File: src/hw/rtl/qat_pkg.sv
// Shared types and constants for the quoted argument tokenizer.
// Used by qat_step, qat_outq and quoted_argument_tokenizer; depends on nothing.
package qat_pkg;

  localparam int MAX_ARGS_DEF = 31;
  localparam int CNT_W        = 6;   // internal argument counter, holds up to 63
  localparam int IDX_W        = 5;   // width of arg_index / arg_count on the ports
  localparam int Q_DEPTH      = 4;
  localparam int QPTR_W       = 2;
  localparam int QCNT_W       = 3;

  localparam logic [7:0] CH_NUL    = 8'h00;
  localparam logic [7:0] CH_TAB    = 8'h09;
  localparam logic [7:0] CH_SPACE  = 8'h20;
  localparam logic [7:0] CH_QUOTE  = 8'h22;
  localparam logic [7:0] CH_BSLASH = 8'h5C;

  typedef enum logic [4:0] {
    M_SKIP   = 5'b00001,
    M_PLAIN  = 5'b00010,
    M_QUOTED = 5'b00100,
    M_AFTER  = 5'b01000,
    M_DROP   = 5'b10000
  } mode_t;

  typedef enum logic [1:0] {
    R_BYTE   = 2'd0,
    R_END    = 2'd1,
    R_ACCEPT = 2'd2,
    R_REJECT = 2'd3
  } rtype_t;

  typedef enum logic [1:0] {
    E_NONE    = 2'd0,
    E_STRAY   = 2'd1,
    E_AFTER   = 2'd2,
    E_MISSING = 2'd3
  } err_t;

  typedef struct packed {
    rtype_t             result_type;
    logic [7:0]         out_char;
    logic [IDX_W-1:0]   arg_index;
    err_t               error_code;
    logic [IDX_W-1:0]   arg_count;
    logic               last;
  } res_t;

  // Up to two results come out of one item: an argument end and an accept.
  typedef struct packed {
    logic r0_vld;
    logic r1_vld;
    res_t r0;
    res_t r1;
  } step_out_t;

endpackage

File: src/hw/rtl/qat_step.sv
// Tokenizer state and the per-byte update that produces up to two results.
// Depends on qat_pkg.
module qat_step import qat_pkg::*; #(
  parameter int MAX_ARGS = MAX_ARGS_DEF
) (
  input  logic       clk,
  input  logic       rst_n,
  input  logic       proc,
  input  logic [7:0] ch,
  output step_out_t  so
);

  mode_t            mode_r, mode_nxt;
  logic             esc_r, esc_nxt;
  logic             has_r, has_nxt;
  logic [CNT_W-1:0] done_r, done_nxt;

  logic [CNT_W-1:0] done_inc, done_f;
  logic             nul, blank, quote, bslash, lim;
  logic             do_fin, fin_zero, do_rej, rej_zero;
  err_t             rej_code;
  res_t             byte_res, end_res, acc_res, rej_res;

  assign nul      = (ch == CH_NUL);
  assign blank    = (ch == CH_SPACE) || (ch == CH_TAB);
  assign quote    = (ch == CH_QUOTE);
  assign bslash   = (ch == CH_BSLASH);
  assign done_inc = done_r + 1'b1;
  assign done_f   = has_r ? done_inc : done_r;
  assign lim      = done_f >= CNT_W'(MAX_ARGS);

  always_comb begin
    byte_res             = '0;
    byte_res.result_type = R_BYTE;
    byte_res.out_char    = ch;
    byte_res.arg_index   = done_inc[IDX_W-1:0];
    byte_res.error_code  = E_NONE;
    byte_res.arg_count   = done_r[IDX_W-1:0];

    end_res              = '0;
    end_res.result_type  = R_END;
    end_res.arg_index    = done_inc[IDX_W-1:0];
    end_res.error_code   = E_NONE;
    end_res.arg_count    = done_inc[IDX_W-1:0];

    acc_res              = '0;
    acc_res.result_type  = R_ACCEPT;
    acc_res.error_code   = E_NONE;
    acc_res.arg_count    = done_f[IDX_W-1:0];
    acc_res.last         = 1'b1;

    // error code is filled in where the rejection is decided
    rej_res              = '0;
    rej_res.result_type  = R_REJECT;
    rej_res.error_code   = E_NONE;
    rej_res.arg_count    = done_r[IDX_W-1:0];
    rej_res.last         = 1'b1;
  end

  always_comb begin
    mode_nxt = mode_r;
    esc_nxt  = esc_r;
    has_nxt  = has_r;
    done_nxt = done_r;
    do_fin   = 1'b0;
    fin_zero = 1'b0;
    do_rej   = 1'b0;
    rej_zero = 1'b0;
    rej_code = E_NONE;
    so       = '0;

    case (mode_r)
      M_SKIP: begin
        if (nul) begin
          so.r0_vld = 1'b1;
          so.r0     = acc_res;
          done_nxt  = '0;
          esc_nxt   = 1'b0;
          has_nxt   = 1'b0;
        end else if (blank) begin
          mode_nxt = M_SKIP;
        end else if (quote) begin
          mode_nxt = M_QUOTED;
          esc_nxt  = 1'b0;
          has_nxt  = 1'b0;
        end else begin
          mode_nxt  = M_PLAIN;
          esc_nxt   = bslash;
          has_nxt   = 1'b1;
          so.r0_vld = 1'b1;
          so.r0     = byte_res;
        end
      end
      M_PLAIN: begin
        if (nul) begin
          do_fin   = 1'b1;
          fin_zero = 1'b1;
        end else if (esc_r) begin
          esc_nxt   = 1'b0;
          has_nxt   = 1'b1;
          so.r0_vld = 1'b1;
          so.r0     = byte_res;
        end else if (blank) begin
          do_fin = 1'b1;
        end else if (quote) begin
          do_rej   = 1'b1;
          rej_code = E_STRAY;
        end else begin
          esc_nxt   = bslash;
          has_nxt   = 1'b1;
          so.r0_vld = 1'b1;
          so.r0     = byte_res;
        end
      end
      M_QUOTED: begin
        if (nul) begin
          do_rej   = 1'b1;
          rej_zero = 1'b1;
          rej_code = E_MISSING;
        end else if (esc_r) begin
          esc_nxt   = 1'b0;
          has_nxt   = 1'b1;
          so.r0_vld = 1'b1;
          so.r0     = byte_res;
        end else if (quote) begin
          mode_nxt = M_AFTER;
        end else begin
          esc_nxt   = bslash;
          has_nxt   = 1'b1;
          so.r0_vld = 1'b1;
          so.r0     = byte_res;
        end
      end
      M_AFTER: begin
        if (nul) begin
          do_fin   = 1'b1;
          fin_zero = 1'b1;
        end else if (blank) begin
          do_fin = 1'b1;
        end else begin
          do_rej   = 1'b1;
          rej_code = E_AFTER;
        end
      end
      M_DROP: begin
        if (nul) begin
          mode_nxt = M_SKIP;
          esc_nxt  = 1'b0;
          has_nxt  = 1'b0;
          done_nxt = '0;
        end
      end
      default: begin
        mode_nxt = M_SKIP;
        esc_nxt  = 1'b0;
        has_nxt  = 1'b0;
        done_nxt = '0;
      end
    endcase

    // Close the argument: end mark if it holds bytes, then accept on NUL or limit.
    if (do_fin) begin
      esc_nxt   = 1'b0;
      has_nxt   = 1'b0;
      so.r0_vld = has_r || fin_zero || lim;
      so.r0     = has_r ? end_res : acc_res;
      so.r1_vld = has_r && (fin_zero || lim);
      so.r1     = acc_res;
      if (fin_zero || lim) begin
        mode_nxt = fin_zero ? M_SKIP : M_DROP;
        done_nxt = '0;
      end else begin
        mode_nxt = M_SKIP;
        done_nxt = done_f;
      end
    end

    if (do_rej) begin
      so.r0_vld         = 1'b1;
      so.r0             = rej_res;
      so.r0.error_code  = rej_code;
      mode_nxt          = rej_zero ? M_SKIP : M_DROP;
      esc_nxt           = 1'b0;
      has_nxt           = 1'b0;
      done_nxt          = '0;
    end

    if (!proc) begin
      so.r0_vld = 1'b0;
      so.r1_vld = 1'b0;
    end
  end

  always_ff @(posedge clk) begin
    if (!rst_n) begin
      mode_r <= M_SKIP;
      esc_r  <= 1'b0;
      has_r  <= 1'b0;
      done_r <= '0;
    end else if (proc) begin
      mode_r <= mode_nxt;
      esc_r  <= esc_nxt;
      has_r  <= has_nxt;
      done_r <= done_nxt;
    end
  end

  a_second_is_accept: assert property (@(posedge clk) disable iff (!rst_n)
    so.r1_vld |-> (so.r0.result_type == R_END) && (so.r1.result_type == R_ACCEPT))
    else $error("second result of an item is not end followed by accept");

  a_count_below_limit: assert property (@(posedge clk) disable iff (!rst_n)
    done_r < CNT_W'(MAX_ARGS))
    else $error("argument count reached the limit without closing the message");

  a_escape_in_arg: assert property (@(posedge clk) disable iff (!rst_n)
    esc_r |-> (mode_r == M_PLAIN) || (mode_r == M_QUOTED))
    else $error("escape pending outside an argument");

endmodule

File: src/hw/rtl/qat_outq.sv
// Result queue: takes up to two results a cycle, hands out one per pop.
// Depends on qat_pkg.
module qat_outq import qat_pkg::*; (
  input  logic      clk,
  input  logic      rst_n,
  input  step_out_t push,
  input  logic      pop,
  output logic      room2,
  output logic      not_empty,
  output res_t      head
);

  res_t              mem_r [Q_DEPTH];
  logic [QPTR_W-1:0] wp_r, wp_nxt, rp_r, rp_nxt;
  logic [QCNT_W-1:0] cnt_r, cnt_nxt;

  assign not_empty = (cnt_r != '0);
  assign room2     = (cnt_r <= QCNT_W'(Q_DEPTH - 2));
  assign head      = mem_r[rp_r];

  always_comb begin
    wp_nxt  = wp_r + QPTR_W'(push.r0_vld) + QPTR_W'(push.r1_vld);
    rp_nxt  = rp_r + QPTR_W'(pop);
    cnt_nxt = cnt_r + QCNT_W'(push.r0_vld) + QCNT_W'(push.r1_vld) - QCNT_W'(pop);
  end

  always_ff @(posedge clk) begin
    if (push.r0_vld) begin
      mem_r[wp_r] <= push.r0;
    end
    if (push.r1_vld) begin
      mem_r[wp_r + 1'b1] <= push.r1;
    end
  end

  always_ff @(posedge clk) begin
    if (!rst_n) begin
      wp_r  <= '0;
      rp_r  <= '0;
      cnt_r <= '0;
    end else begin
      wp_r  <= wp_nxt;
      rp_r  <= rp_nxt;
      cnt_r <= cnt_nxt;
    end
  end

  a_no_overflow: assert property (@(posedge clk) disable iff (!rst_n)
    cnt_r <= QCNT_W'(Q_DEPTH))
    else $error("result queue overflow");

  a_push_order: assert property (@(posedge clk) disable iff (!rst_n)
    push.r1_vld |-> push.r0_vld)
    else $error("second result pushed without the first");

  a_push_shows: assert property (@(posedge clk) disable iff (!rst_n)
    (push.r0_vld && !pop) |=> not_empty)
    else $error("pushed result not visible");

  a_no_pop_empty: assert property (@(posedge clk) disable iff (!rst_n)
    pop |-> not_empty)
    else $error("pop from empty result queue");

endmodule

File: src/hw/rtl/quoted_argument_tokenizer.sv
// Path: an item passes the input register, then the result queue; where an item has a second
// result (argument end plus accept), it follows the first out of the queue.
// Throughput: one item per cycle while the result queue has room for two results; an item
// with two results leaves one result at a time, set by the single-result queue output port.
// Reset (rst_n low, synchronous): between arguments, counts cleared, queue empty.
// Top level of the tokenizer; depends on qat_pkg, qat_step and qat_outq.
module quoted_argument_tokenizer import qat_pkg::*; #(
  parameter int MAX_ARGS = MAX_ARGS_DEF
) (
  input  logic             clk,
  input  logic             rst_n,
  input  logic             in_valid,
  output logic             in_stall,
  input  logic [7:0]       in_ch,
  output logic             out_valid,
  input  logic             out_stall,
  output logic [1:0]       out_result_type,
  output logic [7:0]       out_out_char,
  output logic [IDX_W-1:0] out_arg_index,
  output logic [1:0]       out_error_code,
  output logic [IDX_W-1:0] out_arg_count,
  output logic             out_last
);

  logic       vld_r, vld_nxt;
  logic [7:0] ch_r;
  logic       proc, accept, pop, room2;
  step_out_t  so;
  res_t       head;

  // Process the held item once the queue can take both of its possible results.
  assign proc     = vld_r && room2;
  assign in_stall = vld_r && !room2;
  assign accept   = in_valid && !in_stall;
  assign vld_nxt  = accept || (vld_r && !proc);
  assign pop      = out_valid && !out_stall;

  always_ff @(posedge clk) begin
    if (!rst_n) begin
      vld_r <= 1'b0;
    end else begin
      vld_r <= vld_nxt;
    end
  end

  always_ff @(posedge clk) begin
    if (accept) begin
      ch_r <= in_ch;
    end
  end

  qat_step #(
    .MAX_ARGS (MAX_ARGS)
  ) u_step (
    .clk   (clk),
    .rst_n (rst_n),
    .proc  (proc),
    .ch    (ch_r),
    .so    (so)
  );

  qat_outq u_outq (
    .clk       (clk),
    .rst_n     (rst_n),
    .push      (so),
    .pop       (pop),
    .room2     (room2),
    .not_empty (out_valid),
    .head      (head)
  );

  assign out_result_type = head.result_type;
  assign out_out_char    = head.out_char;
  assign out_arg_index   = head.arg_index;
  assign out_error_code  = head.error_code;
  assign out_arg_count   = head.arg_count;
  assign out_last        = head.last;

endmodule

File: config.mk
export PLATFORM = sky130hd
export DESIGN_NAME = quoted_argument_tokenizer
export DESIGN_NICKNAME = d
export VERILOG_FILES = /design/src/hw/rtl/qat_pkg.sv /design/src/hw/rtl/qat_step.sv /design/src/hw/rtl/qat_outq.sv /design/src/hw/rtl/quoted_argument_tokenizer.sv
export SDC_FILE = /design/constraint.sdc
export NUM_CORES = 1
export LEC_CHECK = 0
export BUFFER_PORTS_ARGS = -buffer_cell sky130_fd_sc_hd__buf_4
export CORE_MARGIN = 2
export CORE_UTILIZATION = 40
export DETAILED_ROUTE_END_ITERATION = 10
export GPL_TIMING_DRIVEN = 0
export SLEW_MARGIN = 25
export SYNTH_ARGS = -nofsm -noshare
export SYNTH_HDL_FRONTEND = slang
export SYNTH_SLANG_ARGS = --single-unit
File: constraint.sdc
create_clock -name clk -period 6.8 [get_ports clk]
set_input_delay 0.68 -clock clk [delete_from_list [all_inputs] [get_ports clk]]
set_output_delay 0.68 -clock clk [all_outputs]
set_load 0.03 [all_outputs]
Word level (Yosys, flattened, before mapping). Memory sizes are Yosys's and may differ from the RTL's. A register that Yosys moved wholly into a read port is not among the register bits. Cells that the tools add are included. W data, S select, Z words.

Add/subtract/negate cells: 8. $mul: 0. Div/mod/pow operators: 0. Order comparisons: 2. Equal/unequal tests: 21. Shift-type cells: 0. Mux-type cells: 91. Bitwise gates (word level): 0. Reduce and logical (&&, ||, !) cells: 24.

Operators by type and width (count): $mux W23 (7); $pmux W23 S3 (1); $mux W5 (11); $mux W48 (1); $mux W1 (47); $mux W21 (2); $mux W6 (5); $pmux W5 S4 (1); $eq A8 B6 Y1 const B (2); $mux W2 (8); $ne A4 B4 Y1 const B (4); $reduce_and A7 Y1 (2); $ne A4 B1 Y1 const B (3); $pmux W6 S2 (1); $ne A5 B4 Y1 const B (2); $pmux W1 S5 (2); $ne A3 B1 Y1 const B (3); $eq A8 B4 Y1 const B (1); $eq A8 B7 Y1 const B (1); $logic_not A8 Y1 (1); $add A2 B1 Y2 (3); $add A3 B1 Y3 (2); $add A6 B1 Y6 const B (1); $ge A6 B5 Y1 const B (1); other kinds (20) (34).

Register bits after elaboration: 29. Bits in latches: 0. Bits in writable memories: 92. Memory bits (read-only): 0. Bits of input ports: 12. Output and inout port bits: 25. Word-level logic and storage cells: 156. Memories: 1.

Memory list: u_outq.mem_r (depth 4, width 23, read ports 1, clocked after memory_dff 1, wr ports 2, line qat_outq.sv:13) `res_t mem_r [Q_DEPTH];`.

Depth between registers and ports, before layout. Gate-level depths: netlist of the first run.

Depth in word-level cells: 12. Gate-level depth with buffers: 15. Mapped depth without buffers: 14.

Hierarchy. From an unflattened synthesis of the first run, not the netlist that was laid out.

Cell total of the unflattened synthesis: 527. Area total of the unflattened synthesis: 6869.1 um^2.

Modules (own cells, without submodules): qat_outq (times used 1, cells each 265, area an instance 4849.7 um^2, seq. area each 2902.8 um^2); qat_step (times used 1, cells each 248, area an instance 1719.1 um^2, seq. area each 260.2 um^2); quoted_argument_tokenizer (times used 1, cells each 14, area an instance 300.3 um^2, seq. area each 260.2 um^2).

Least setup slack after synthesis of the first run. OpenSTA, ideal clock, no wires.

Path kind: register to register. Start: reg ch_r[4]. End: reg u_outq.cnt_r[2]. Library setup time: 0.128 ns. Data arrival time: 3.413 ns. Data required time: 6.672 ns. Path slack: 3.260 ns. Cell stages (with the launch flop): 15. Path buffers: 2. Period minus slack after synthesis: 3.540 ns. Path through: edfxtp_1 > or4_1 > buf_6 > a211o_1 > nor2_2 > a22o_1 > buf_2 > nand3_1 > ha_1 > xor2_1 > ha_1 > o21bai_1 > fa_1 > xor2_1 > nor2_1.

Word-level cells in the longest chain between the ends: 12. Elaborated cells on any way between the ends: 37. Those cells by class: add/sub: 3; eq/ne: 3; mux: 25; reduce/logical: 6.

Ends and longest elaborated chain: start: declaration (line quoted_argument_tokenizer.sv:26) `logic [7:0] ch_r;`; start signal: assignment (line quoted_argument_tokenizer.sv:48) `ch_r <= in_ch;`; $eq A8 B6 Y1, or another cell as far along (line qat_step.sv:26) `assign quote = (ch == CH_QUOTE);`; $mux W1 or $logic_or A1 B1 Y1 (tied branches); $mux W1, on equally long branches (line qat_step.sv:80, qat_step.sv:103, qat_step.sv:138); $mux W1 (line qat_step.sv:98) `end else if (esc_r) begin`; $mux W1 (line qat_step.sv:95) `if (nul) begin`; $pmux W1 S3 or $pmux W1 S2 (tied branches) (line qat_step.sv:72) `case (mode_r)`; $mux W48 (line qat_step.sv:162) `if (do_fin) begin`; $mux W1 (line qat_step.sv:178) `if (do_rej) begin`; $mux W2 (*) (line qat_step.sv:188) `if (!proc) begin`; $add A3 B1 Y3 (line qat_outq.sv:24) `cnt_nxt = cnt_r + QCNT_W'(push.r0_vld) + QCNT_W'(push.r1_vld) - QCNT_W'(pop);`; $add A3 B1 Y3 (*) (line qat_outq.sv:24); $sub A3 B1 Y3 (*) (line qat_outq.sv:24); end signal: assignment (line qat_outq.sv:44) `cnt_r <= cnt_nxt;`; end: declaration (line qat_outq.sv:15) `logic [QCNT_W-1:0] cnt_r, cnt_nxt;`.

Mark *: on every way between the ends. The rest lies on a longest branch, timed or not. A chain may end at the register's enable or synchronous reset.

Final worst setup path of the first run.
Start: reg u_step.mode_r[0]. End: reg u_outq.cnt_r[2].

Word-level cells in the longest chain between the ends: 11. Elaborated cells on any way between the ends: 19. Those cells by class: add/sub: 3; eq/ne: 4; mux: 7; reduce/logical: 5.

Ends and longest elaborated chain: start: declaration (line qat_step.sv:13) `mode_t mode_r, mode_nxt;`; start signal: assignment (line qat_step.sv:201) `mode_r <= mode_nxt;`; $eq A5 B2 Y1 or $eq A5 B4 Y1 (tied branches) (line qat_step.sv:72); $reduce_or A2 Y1 (no line); $mux W1; $logic_or A1 B1 Y1 (2 in series) (line qat_step.sv:165) `so.r0_vld = has_r || fin_zero || lim;`; $mux W48 (line qat_step.sv:162); $mux W1 (line qat_step.sv:178); $mux W2 (*) (line qat_step.sv:188); $add A3 B1 Y3 (line qat_outq.sv:24); $add A3 B1 Y3 (*) (line qat_outq.sv:24); $sub A3 B1 Y3 (*) (line qat_outq.sv:24).

Marked as above.

==> impl_results.md, run 1 <==
* Final net count at 672
* Number of synthesized flops with an enable pin at 32
* Initial antenna violation count at 0
* Worst clock skew at 0.006732 ns
* Max cap viols at 0
* Die height at 126.8 um
* Residual DRC at 0
* Pin count of the biggest net entering global routing at 17
* Seq cells post-synth at 117
* Vias at 4,827
* First-pass GRT wire length at 25.70 mm
* Yosys cell types at 71
* Crit. End Element: flop
* Gpl congestion at 0.8953
* Filler Cells Inserted at 1,365
* CP arrival at 4.48 ns
* Routed Wire Length at 16.01 mm
* Core box area at 0.01464 mm^2
* Final Hold Vio Count at 0
* Area of the multi-input gates at 0.003122 mm^2
* DR vias/cell at 5.686
* Setup CP Type: reg2reg
* Leakage at 2.957 nW
* Port Buffers at 36
* GRT Util Overall at 20.69%
* Synth Instances at 596
* Synthesized area at 0.006031 mm^2
* Wire per inst at 18.85 um
* Fin crit share at 61.52%
* HPWL after detailed placement at 11.80 mm
* Minimum clock period at 4.183 ns
* F_max at 239.1 MHz
* Die footprint at 0.01608 mm^2
* Clock-pin slew on the worst setup and hold paths at 0.05 ns
* Remaining Overflow, GRT at 0
* CTS tree: yes
* Die width at 126.8 um
* Antenna Cells at 0
* RSZ-0062 raised after global routing: false
* HP Class: in2reg
* Syn_area_per_cell at 10.12 um^2
* Ports at 37
* DRT iter0 DRCs at 467
* Max Slew Vio Count at 0
* Antenna viol nets, final at 0
* Final cell count without fillers at 849
* Synth area leader: dfxtp_1
* CTS root buf: clkbuf_16
* 1st-pass router iterations at 5
* Hold-fix buffers at CTS at 0
* Layout cells sized above 1 at 19.85%
* Rows at 44
* Synth top area cells: dfxtp_1, edfxtp_1, mux4_2, mux2i_1, nor2_1
* Worst-margin pin slew at 0.8909 ns
* Synth top area share at 28.22%
* Initial core utilization at 41.18%
* Vias in the first global route at 4,788
* CP max FO at 10
* DP Worst Slack at 2.564 ns
* Peak VDD IR at 0.1732 mV
* Placed Instances at 816
* Htree depth at 4
* Final Core Density at 49.03%
* Startpoint Class: flop
* Syn_nets at 616
* Status: finished, final reports clean
* Maximum clock insertion buffer count at 2
* Ys async rst share at 0%
* Req. time, crit path at 7.10 ns
* Worst-skew pair later-pin latency at 0.42 ns
* PnR worst setup slack at 2.617 ns
* Layout area overhead at 19.05%
* PwrDens at 364.3 mW/mm^2
* Final setup vio count at 0
* Setup tns final at 0 ns
* Post_cts resized at 0
* Worst slew margin at 40.61%
* Ys Warns at 0
* Sequential-to-total area share from yosys stat at 44.15%
* Setup bufs post-CTS at 0
* Register Area at 0.002663 mm^2
* Main synth FF type: dfxtp_1
* Clk sinks at 117
* Total CTS buffers at 17
stage by stage:
step	total power, mW	instance area, um^2	hold slack [ns]
after floorplan	1.449	6031	0.4287
after detailed placement	1.688	6539	0.4473
final	2.615	7179	0.4355
after global routing	2.732	7179	0.4230
after global placement	1.668	6531	0.4391
after CTS	2.630	7174	0.4267
worst paths after layout:
kind,from,endpoint,slack [ns],cells after the start
max,u_step.mode_r[0]$_SDFFE_PN1P_,u_outq.cnt_r[2]$_SDFF_PN0_,2.62,14
min,in_ch[4],ch_r[4]$_DFFE_PP_,0.44,1
max reg2reg,u_step.mode_r[0]$_SDFFE_PN1P_,u_outq.cnt_r[2]$_SDFF_PN0_,2.62,14
min reg2reg,u_outq.mem_r[3][11]$_SDFFE_PP0P_,u_outq.mem_r[3][11]$_SDFFE_PP0P_,0.45,2
cell usage after synthesis (5+ instances only):
master	count
nor3_1	9
nand2b_1	8
a2bb2oi_1	9
a21oi_1	29
ha_1	7
and3_1	7
nand2_1	61
dfxtp_1	85
buf_2	14
o22ai_1	24
clkbuf_1	18
mux4_2	22
edfxtp_1	32
and2_1	6
inv_1	10
mux2i_1	44
o21ai_0	11
nor2b_1	11
xor2_1	5
or3_1	6
a32oi_1	6
nand3_1	12
xnor2_1	6
nor2_1	73
placed cells by master, fill, tap and decap left out, types with 5 or more instances in the layout:
cell type	n
dfxtp_1	85
nor2_1	73
nand2_1	61
mux2i_1	44
buf_4	40
edfxtp_1	32
a21oi_1	29
o22ai_1	24
mux4_2	22
clkbuf_1	20
clkbuf_16	19
buf_2	15
nand3_1	12
o21ai_0	11
nor2b_1	11
inv_1	10
nor3_1	9
a2bb2oi_1	9
nand2b_1	8
and3_1	7
ha_1	7
a32oi_1	6
and2_1	6
or3_1	6
xnor2_1	6
xor2_1	5
clkbuf_8	5
worst max-delay path: stages, from the launching register on:
cell and delay, ns:
dfxtp_1 0.31, clkbuf_1 0.21, nor3_1 0.64, o21ai_0 0.41, nor2_2 0.31, a22o_1 0.20, buf_2 0.21, nand3_1 0.18
ha_1 0.39, xor2_1 0.17, ha_1 0.22, o21bai_1 0.17, fa_1 0.42, xor2_1 0.17, nor2_1 0.05
cell type report:
| class | count | area share (%) |
|---|---|---|
| multi-input combinational | 428 | 43.48 |
| sequential | 117 | 37.09 |
| clock buffer | 26 | 7.686 |
| timing repair buffer | 37 | 3.834 |
| tap | 184 | 3.207 |
| buffer | 41 | 3.015 |
| clock inverter | 6 | 1.168 |
| inverter | 10 | 0.5228 |
flip-flops by register name, indices dropped and copies added (netlist names):
signal / cells
u_outq.wp_r: 2
vld_r: 1
u_step.has_r: 1
u_outq.cnt_r: 3
u_outq.rp_r: 2
u_outq.mem_r: 88
u_step.done_r: 6
u_step.esc_r: 1
ch_r: 8
u_step.mode_r: 5
routing by layer:
metal  up-vias  track usage (%)  share of wire, %
met5         -                0                 0
met3        22            5.272               5.6
met2       145            33.29                47
met1      2345            27.51                46
li1       2315                -                 -
met4         0            6.593               1.8
power by group:
part / internal, mW / switching, mW
sequential: 0.822 / 0.0626
combinational: 0.328 / 0.462
clock: 0.630 / 0.310
total: 1.78 / 0.835
logic make-up (layout without fill, tap and decap cells):
group                    Yosys count  count (layout)  share of synthesized area [%]
XOR/XNOR                          11              11                          1.597
AO/OA/AOI/OAI                    122             122                          15.04
buffers and inverters             51             120                          4.212
multiplexers                      66              66                          15.52
AND/OR/NAND/NOR                  221             221                          17.70
adder cells (fa/ha/maj)            8               8                          1.784
flip-flops                       117             117                          44.15
No activity file was read; power rests on OpenSTA's default activity.
==> run 2: changes to the inputs <==
--- a/config.mk
+++ b/config.mk
@@ -5,6 +5,7 @@
 export SDC_FILE = /design/constraint.sdc
 export NUM_CORES = 1
 export LEC_CHECK = 0
+export ABC_AREA = 1
 export BUFFER_PORTS_ARGS = -buffer_cell sky130_fd_sc_hd__buf_4
 export CORE_MARGIN = 2
 export CORE_UTILIZATION = 40
==> constraint.sdc (replaced) <==
create_clock -name clk -period 4.3 [get_ports clk]
set_input_delay 0.43 -clock clk [delete_from_list [all_inputs] [get_ports clk]]
set_output_delay 0.43 -clock clk [all_outputs]
set_load 0.03 [all_outputs]
==> run 2 against run 1 <==
Compared with the run above:
- synthesized cell count grew 39%
- clock skew grew 0.0025 ns
- final area grew 2.4%
- critical path type unchanged
- highest routed layer unchanged
- global-route usage grew 3.6 points
- setup slack lost 2.1 ns
- critical endpoint unchanged
- via count grew 22%
==> impl_results.md, run 2 <==
* Critical path's largest stage delay at 0.41 ns
* Residual DRC at 0
* Max reg flops at 88
* Worst Setup SP: u_step.done_r[0]$_SDFFE_PN0P_
* Commonest non-fill, non-tap cell in the layout: nand2_1
* Synthesized area at 0.006232 mm^2
* GRT Util Overall at 24.30%
* Minimum clock period at 3.742 ns
* Die footprint at 0.01659 mm^2
* Vias at 5,897
* CTS tree: yes
* Max Slew Vio Count at 0
* Wire per inst at 17.75 um
* Number of synthesized flops with an enable pin at 32
* RSZ-0062 raised after global routing: false
* Setup bufs post-CTS at 0
* Worst-skew pair later-pin latency at 0.43 ns
* Antenna Cells at 0
* Startpoint Class: flop
* Setup tns final at 0 ns
* Antenna viol nets, final at 0
* Post_cts resized at 0
* Clock-pin slew on the worst setup and hold paths at 0.05 ns
* Top Registers: u_outq.mem_r x88, ch_r x8, u_step.done_r x6
* Final Hold Vio Count at 0
* First-pass GRT wire length at 30.58 mm
* Setup CP Type: reg2reg
* Syn_area_per_cell at 7.518 um^2
* Crit-path slowest cell: dfxtp_1
* Rows at 45
* Max cap viols at 0
* Core box area at 0.01520 mm^2
* Vias in the first global route at 5,520
* Cells along the critical path: inv_1 -> ha_1 -> inv_1 -> nand3_1 -> a21oi_1 -> nand3_1 -> nand2_1 -> nor2_4 -> nor3_2 -> inv_1 -> ha_1 -> xnor2_1 -> inv_1 -> ha_1 -> o21bai_1 -> fa_1 -> xor2_1 -> nor2_1
* Sequential-to-total area share from yosys stat at 42.72%
* PwrDens at 657.6 mW/mm^2
* CP most frequent cell: inv_1
* Leakage at 3.128 nW
* R2r worst-path depth at 18
* Worst-margin pin slew at 0.6988 ns
* Htree depth at 4
* Biggest register: u_outq.mem_r
* Maximum clock insertion buffer count at 2
* Number of cells on the critical path at 18
* Most frequent cell after synthesis: nand2_1
* Cell family with most CP delay: adder cells
* Worst slew margin at 53.41%
* Die height at 128.8 um
* Syn_nets at 849
* Initial antenna violation count at 0
* Synth top area cells: dfxtp_1, edfxtp_1, nand2_1, nand3_1, a21boi_1
* Port Buffers at 36
* DP Worst Slack at 0.5862 ns
* Ys Warns at 0
* Ys async rst share at 0%
* HP Class: in2reg
* Initial core utilization at 41.00%
* Hold-fix buffers at CTS at 0
* CP arrival at 4.05 ns
* Crit path buf inv count at 4
* Pin count of the biggest net entering global routing at 17
* Yosys cell types at 39
* Req. time, crit path at 4.61 ns
* Gpl congestion at 0.9487
* Main synth FF type: dfxtp_1
* Reg-to-reg endpoint: u_outq.cnt_r[2]$_SDFF_PN0_
* PnR worst setup slack at 0.5578 ns
* Clk sinks at 117
* Status: finished, final reports clean
* Ports at 37
* Layout cells sized above 1 at 14.16%
* Synth top area share at 27.30%
* DR vias/cell at 5.435
* HPWL after detailed placement at 14.03 mm
* Layout area overhead at 17.91%
* Final setup vio count at 0
* Crit. End Element: flop
* Synth Instances at 829
* Die width at 128.8 um
* RR Startpoint: u_step.done_r[0]$_SDFFE_PN0P_
* 1st-pass router iterations at 7
* Fin crit share at 87.03%
* Most frequent cells in the layout: nand2_1, nor2_1, nand3_1
* CTS root buf: clkbuf_16
* Seq cells post-synth at 117
* Worst clock skew at 0.009251 ns
* Synth area leader: dfxtp_1
* CP endpoint: u_outq.cnt_r[2]$_SDFF_PN0_
* Routed Wire Length at 19.26 mm
* Reg-to-reg slack, setup at 0.56 ns
* F_max at 267.2 MHz
* Filler Cells Inserted at 1,565
* Tot Pwr at 4.832 mW
* Synth cell count leaders: nand2_1, nor2_1, nand3_1
* CP max FO at 8
* Final net count at 904
* DRT iter0 DRCs at 514
* Total CTS buffers at 17
* Peak VDD IR at 0.3109 mV
* Remaining Overflow, GRT at 0
==> run 2: report_power, final <==
| group | switching [mW] | internal [mW] | total [mW] |
|---|---|---|---|
| clock network | 0.506 | 0.938 | 1.44 |
| registers | 0.103 | 1.32 | 1.43 |
| logic | 1.35 | 0.611 | 1.96 |
==> run 2: layout make-up <==
| cell class | instances | area [um^2] | area share (%) |
|---|---|---|---|
| sequential | 117 | 2663 | 36.23 |
| buffer | 44 | 240.2 | 3.269 |
| inverter | 71 | 266.5 | 3.627 |
| tap | 188 | 235.2 | 3.201 |
| clock inverter | 6 | 58.81 | 0.8003 |
| multi-input combinational | 597 | 3063 | 41.68 |
| timing repair buffer | 36 | 270.3 | 3.678 |
| clock buffer | 26 | 551.8 | 7.509 |
==> run 2: logic make-up after synthesis <==
kind of cell               share of synthesized area, %
xor gates and xnor gates                         0.4217
AOI/OAI and AO/OA                                 19.21
buffers and inverters                             8.131
adders and majority gates                         1.727
DFF                                               42.72
and+or+nand+nor                                   27.79
==> run 2: worst min-delay path by stage <==
stage                                            end  cells after the start                              from  slack, ns
floorplan           u_outq.mem_r[1][17]$_SDFFE_PP0N_                      2  u_outq.mem_r[1][17]$_SDFFE_PP0N_       0.44
global placement     u_outq.mem_r[1][6]$_SDFFE_PP0N_                      2   u_outq.mem_r[1][6]$_SDFFE_PP0N_       0.45
detailed placement  u_outq.mem_r[1][12]$_SDFFE_PP0N_                      2  u_outq.mem_r[1][12]$_SDFFE_PP0N_       0.45
CTS                                ch_r[6]$_DFFE_PP_                      1                          in_ch[6]       0.17
global route                       ch_r[3]$_DFFE_PP_                      1                          in_ch[3]       0.18
finish                             ch_r[3]$_DFFE_PP_                      1                          in_ch[3]       0.18
==> run 2: metrics by stage <==
stage | hold slack (ns) | utilization, % | area [um^2] | std cells
finish | 0.1838 | 48.34 | 7348 | 1085
global route | 0.1758 | 48.34 | 7348 | 1085
CTS | 0.1739 | 48.34 | 7348 | 1085
detailed placement | 0.4499 | 44.32 | 6738 | 1053
global placement | 0.4475 | 44.32 | 6738 | 1053
floorplan | 0.4390 | - | 6232 | 829
==> run 2: layer usage <==
layer	global-route usage [%]	part of all wire (%)	up-vias	routed length [um]
met3	3.742	5.0	26	957
met2	39.25	46	160	8911
li1	-	-	2924	-
met1	33.30	47	2787	9012
met5	0	0	-	0
met4	8.376	2.0	0	377
==> run 3: changes to the inputs <==
==> constraint.sdc (replaced) <==
create_clock -name clk -period 3.6 [get_ports clk]
set_input_delay 0.36 -clock clk [delete_from_list [all_inputs] [get_ports clk]]
set_output_delay 0.36 -clock clk [all_outputs]
set_load 0.03 [all_outputs]
==> run 3 against run 2 <==
Compared with the run above:
- wire length barely moved
- fmax rose by 11%
- power rose by 20%
- first-iteration DRC count fell by 13%
- clock power rose by 20%
- register-to-register slack got worse by 0.31 ns
- non-clock buffer count rose by 2
- critical path type unchanged
- largest power group unchanged
==> impl_results.md, run 3 (synthesis results as in run 2) <==
* Leakage at 3.152 nW
* Die footprint at 0.01659 mm^2
* Cells along the critical path: inv_1 -> ha_2 -> inv_1 -> nand3_1 -> a21oi_1 -> nand3_1 -> nand2_1 -> nor2_4 -> nor3_4 -> inv_1 -> ha_1 -> xnor2_1 -> inv_1 -> ha_1 -> o21bai_1 -> fa_1 -> xor2_1 -> nor2_1
* CTS root buf: clkbuf_16
* Antenna viol nets, final at 0
* Total CTS buffers at 17
* Final Hold Vio Count at 0
* Crit. End Element: flop
* Crit path buf inv count at 4
* Reg-to-reg endpoint: u_outq.cnt_r[2]$_SDFF_PN0_
* PwrDens at 783.2 mW/mm^2
* CTS tree: yes
* Final net count at 906
* Hold endpoint: ch_r[3]$_DFFE_PP_
* Post-DP Area at 0.006738 mm^2
* Startpoint Class: flop
* HPWL after detailed placement at 14.03 mm
* CP most frequent cell: inv_1
* Worst clock skew at 0.008045 ns
* Wire per inst at 17.73 um
* Max Slew Vio Count at 0
* Crit-path slowest cell: fa_1
* Tot Pwr at 5.775 mW
* Setup CP Type: reg2reg
* Worst-margin pin slew at 0.7072 ns
* Peak VDD IR at 0.3708 mV
* Htree depth at 4
* Layout cells sized above 1 at 14.57%
* Remaining Overflow, GRT at 0
* Layout area overhead at 18.31%
* DRT iter0 DRCs at 447
* Antenna Cells at 0
* Gpl congestion at 0.9487
* Max reg flops at 88
* 1st-pass router iterations at 5
* Final setup vio count at 0
* Critical path's largest stage delay at 0.41 ns
* Reg-to-reg slack, setup at 0.24 ns
* Worst-skew pair later-pin latency at 0.42 ns
* Biggest register: u_outq.mem_r
* F_max at 298.0 MHz
* Most frequent cells in the layout: nand2_1, nor2_1, nand3_1
* Placed Instances at 1,053
* PnR worst setup slack at 0.2438 ns
* Maximum clock insertion buffer count at 2
* First-pass GRT wire length at 30.62 mm
* Cells on Worst Hold Path at 1
* RSZ-0062 raised after global routing: false
* Fin crit share at 93.23%
* Top Registers: u_outq.mem_r x88, ch_r x8, u_step.done_r x6
* Vias in the first global route at 5,526
* Ports at 37
* Max cap viols at 0
* Minimum clock period at 3.356 ns
* RR Startpoint: u_step.done_r[0]$_SDFFE_PN0P_
* Initial antenna violation count at 0
* Final cell count without fillers at 1,087
* CP arrival at 3.66 ns
* CP max FO at 8
* Hold path start: in_ch[3]
* Fin area at 0.007373 mm^2
* Initial core utilization at 41.00%
* R2r worst-path depth at 18
* Clk sinks at 117
* Worst slew margin at 52.85%
* Clock-pin slew on the worst setup and hold paths at 0.05 ns
* Filler Cells Inserted at 1,564
* DP Worst Slack at -0.1138 ns
* Routed Wire Length at 19.27 mm
* Port Buffers at 36
* WHS at 0.1139 ns
* Req. time, crit path at 3.91 ns
* Cell family with most CP delay: adder cells
* GRT Util Overall at 24.33%
* DR vias/cell at 5.408
* Vias at 5,878
* Residual DRC at 0
* Die width at 128.8 um
* HP Class: in2reg
* Pin count of the biggest net entering global routing at 17
* Commonest non-fill, non-tap cell in the layout: nand2_1
* Die height at 128.8 um
* Core box area at 0.01520 mm^2
* Status: finished, final reports clean
* Rows at 45
-- run 3: cell types whose count changed in the layout (fill, tap and decap cells not counted), sizes merged --
cell	before	now
buf	58	60
-- run 3: timing repair --
item                                    in CTS  in global routing
gates cloned                                 0                  0
hold buffers                                 0                  0
hold endpoints to repair                     0                  0
setup buffers                                0                  2
gates resized for setup                      1                  2
endpoints found under the setup margin       2                  2
pin swaps                                    0                  1
-- run 3: worst max path at each step --
stage | cells after the start | slack (ns) | end | startpoint
2_1_floorplan | 18 | 0.41 | u_outq.cnt_r[2]$_SDFF_PN0_ | u_step.done_r[0]$_SDFFE_PN0P_
3_3_place_gp | 18 | -0.11 | u_outq.cnt_r[2]$_SDFF_PN0_ | u_step.done_r[0]$_SDFFE_PN0P_
3_5_place_dp | 18 | -0.11 | u_outq.cnt_r[2]$_SDFF_PN0_ | u_step.done_r[0]$_SDFFE_PN0P_
4_1_cts | 18 | 0.008 | u_outq.cnt_r[2]$_SDFF_PN0_ | u_step.done_r[0]$_SDFFE_PN0P_
5_1_grt | 18 | 0.01 | u_outq.cnt_r[2]$_SDFF_PN0_ | ch_r[3]$_DFFE_PP_
6_report | 18 | 0.24 | u_outq.cnt_r[2]$_SDFF_PN0_ | u_step.done_r[0]$_SDFFE_PN0P_
-- run 3: layout make-up --
cell class	count	area [um^2]	share of cell area, %
Buffer	44	240.2	3.258
Clock buffer	26	551.8	7.483
Clock inverter	6	58.81	0.7976
Inverter	71	266.5	3.614
Multi-Input combinational cell	597	3072	41.66
Sequential cell	117	2664	36.13
Tap cell	188	235.2	3.190
Timing Repair Buffer	38	285.3	3.869
-- run 3: metrics by stage --
| step | TNS [ns] | utilization [%] |
|---|---|---|
| after floorplan | 0 | - |
| after global placement | -0.1662 | 44.32 |
| after detailed placement | -0.1803 | 44.32 |
| after CTS | 0 | 48.38 |
| after global routing | 0 | 48.50 |
| final | 0 | 48.50 |
-- run 3: report_power, final --
group	switching, mW	internal (mW)	total [mW]
logic	1.61	0.732	2.34
clock network	0.607	1.12	1.73
registers	0.123	1.58	1.70
-- run 3: metal layers --
layer	wire (um)	GRT usage, %	part of all wire (%)
met4	349	8.376	1.8
met2	8974	39.34	47
met1	8976	33.31	47
met5	0	0	0
met3	973	3.742	5.0
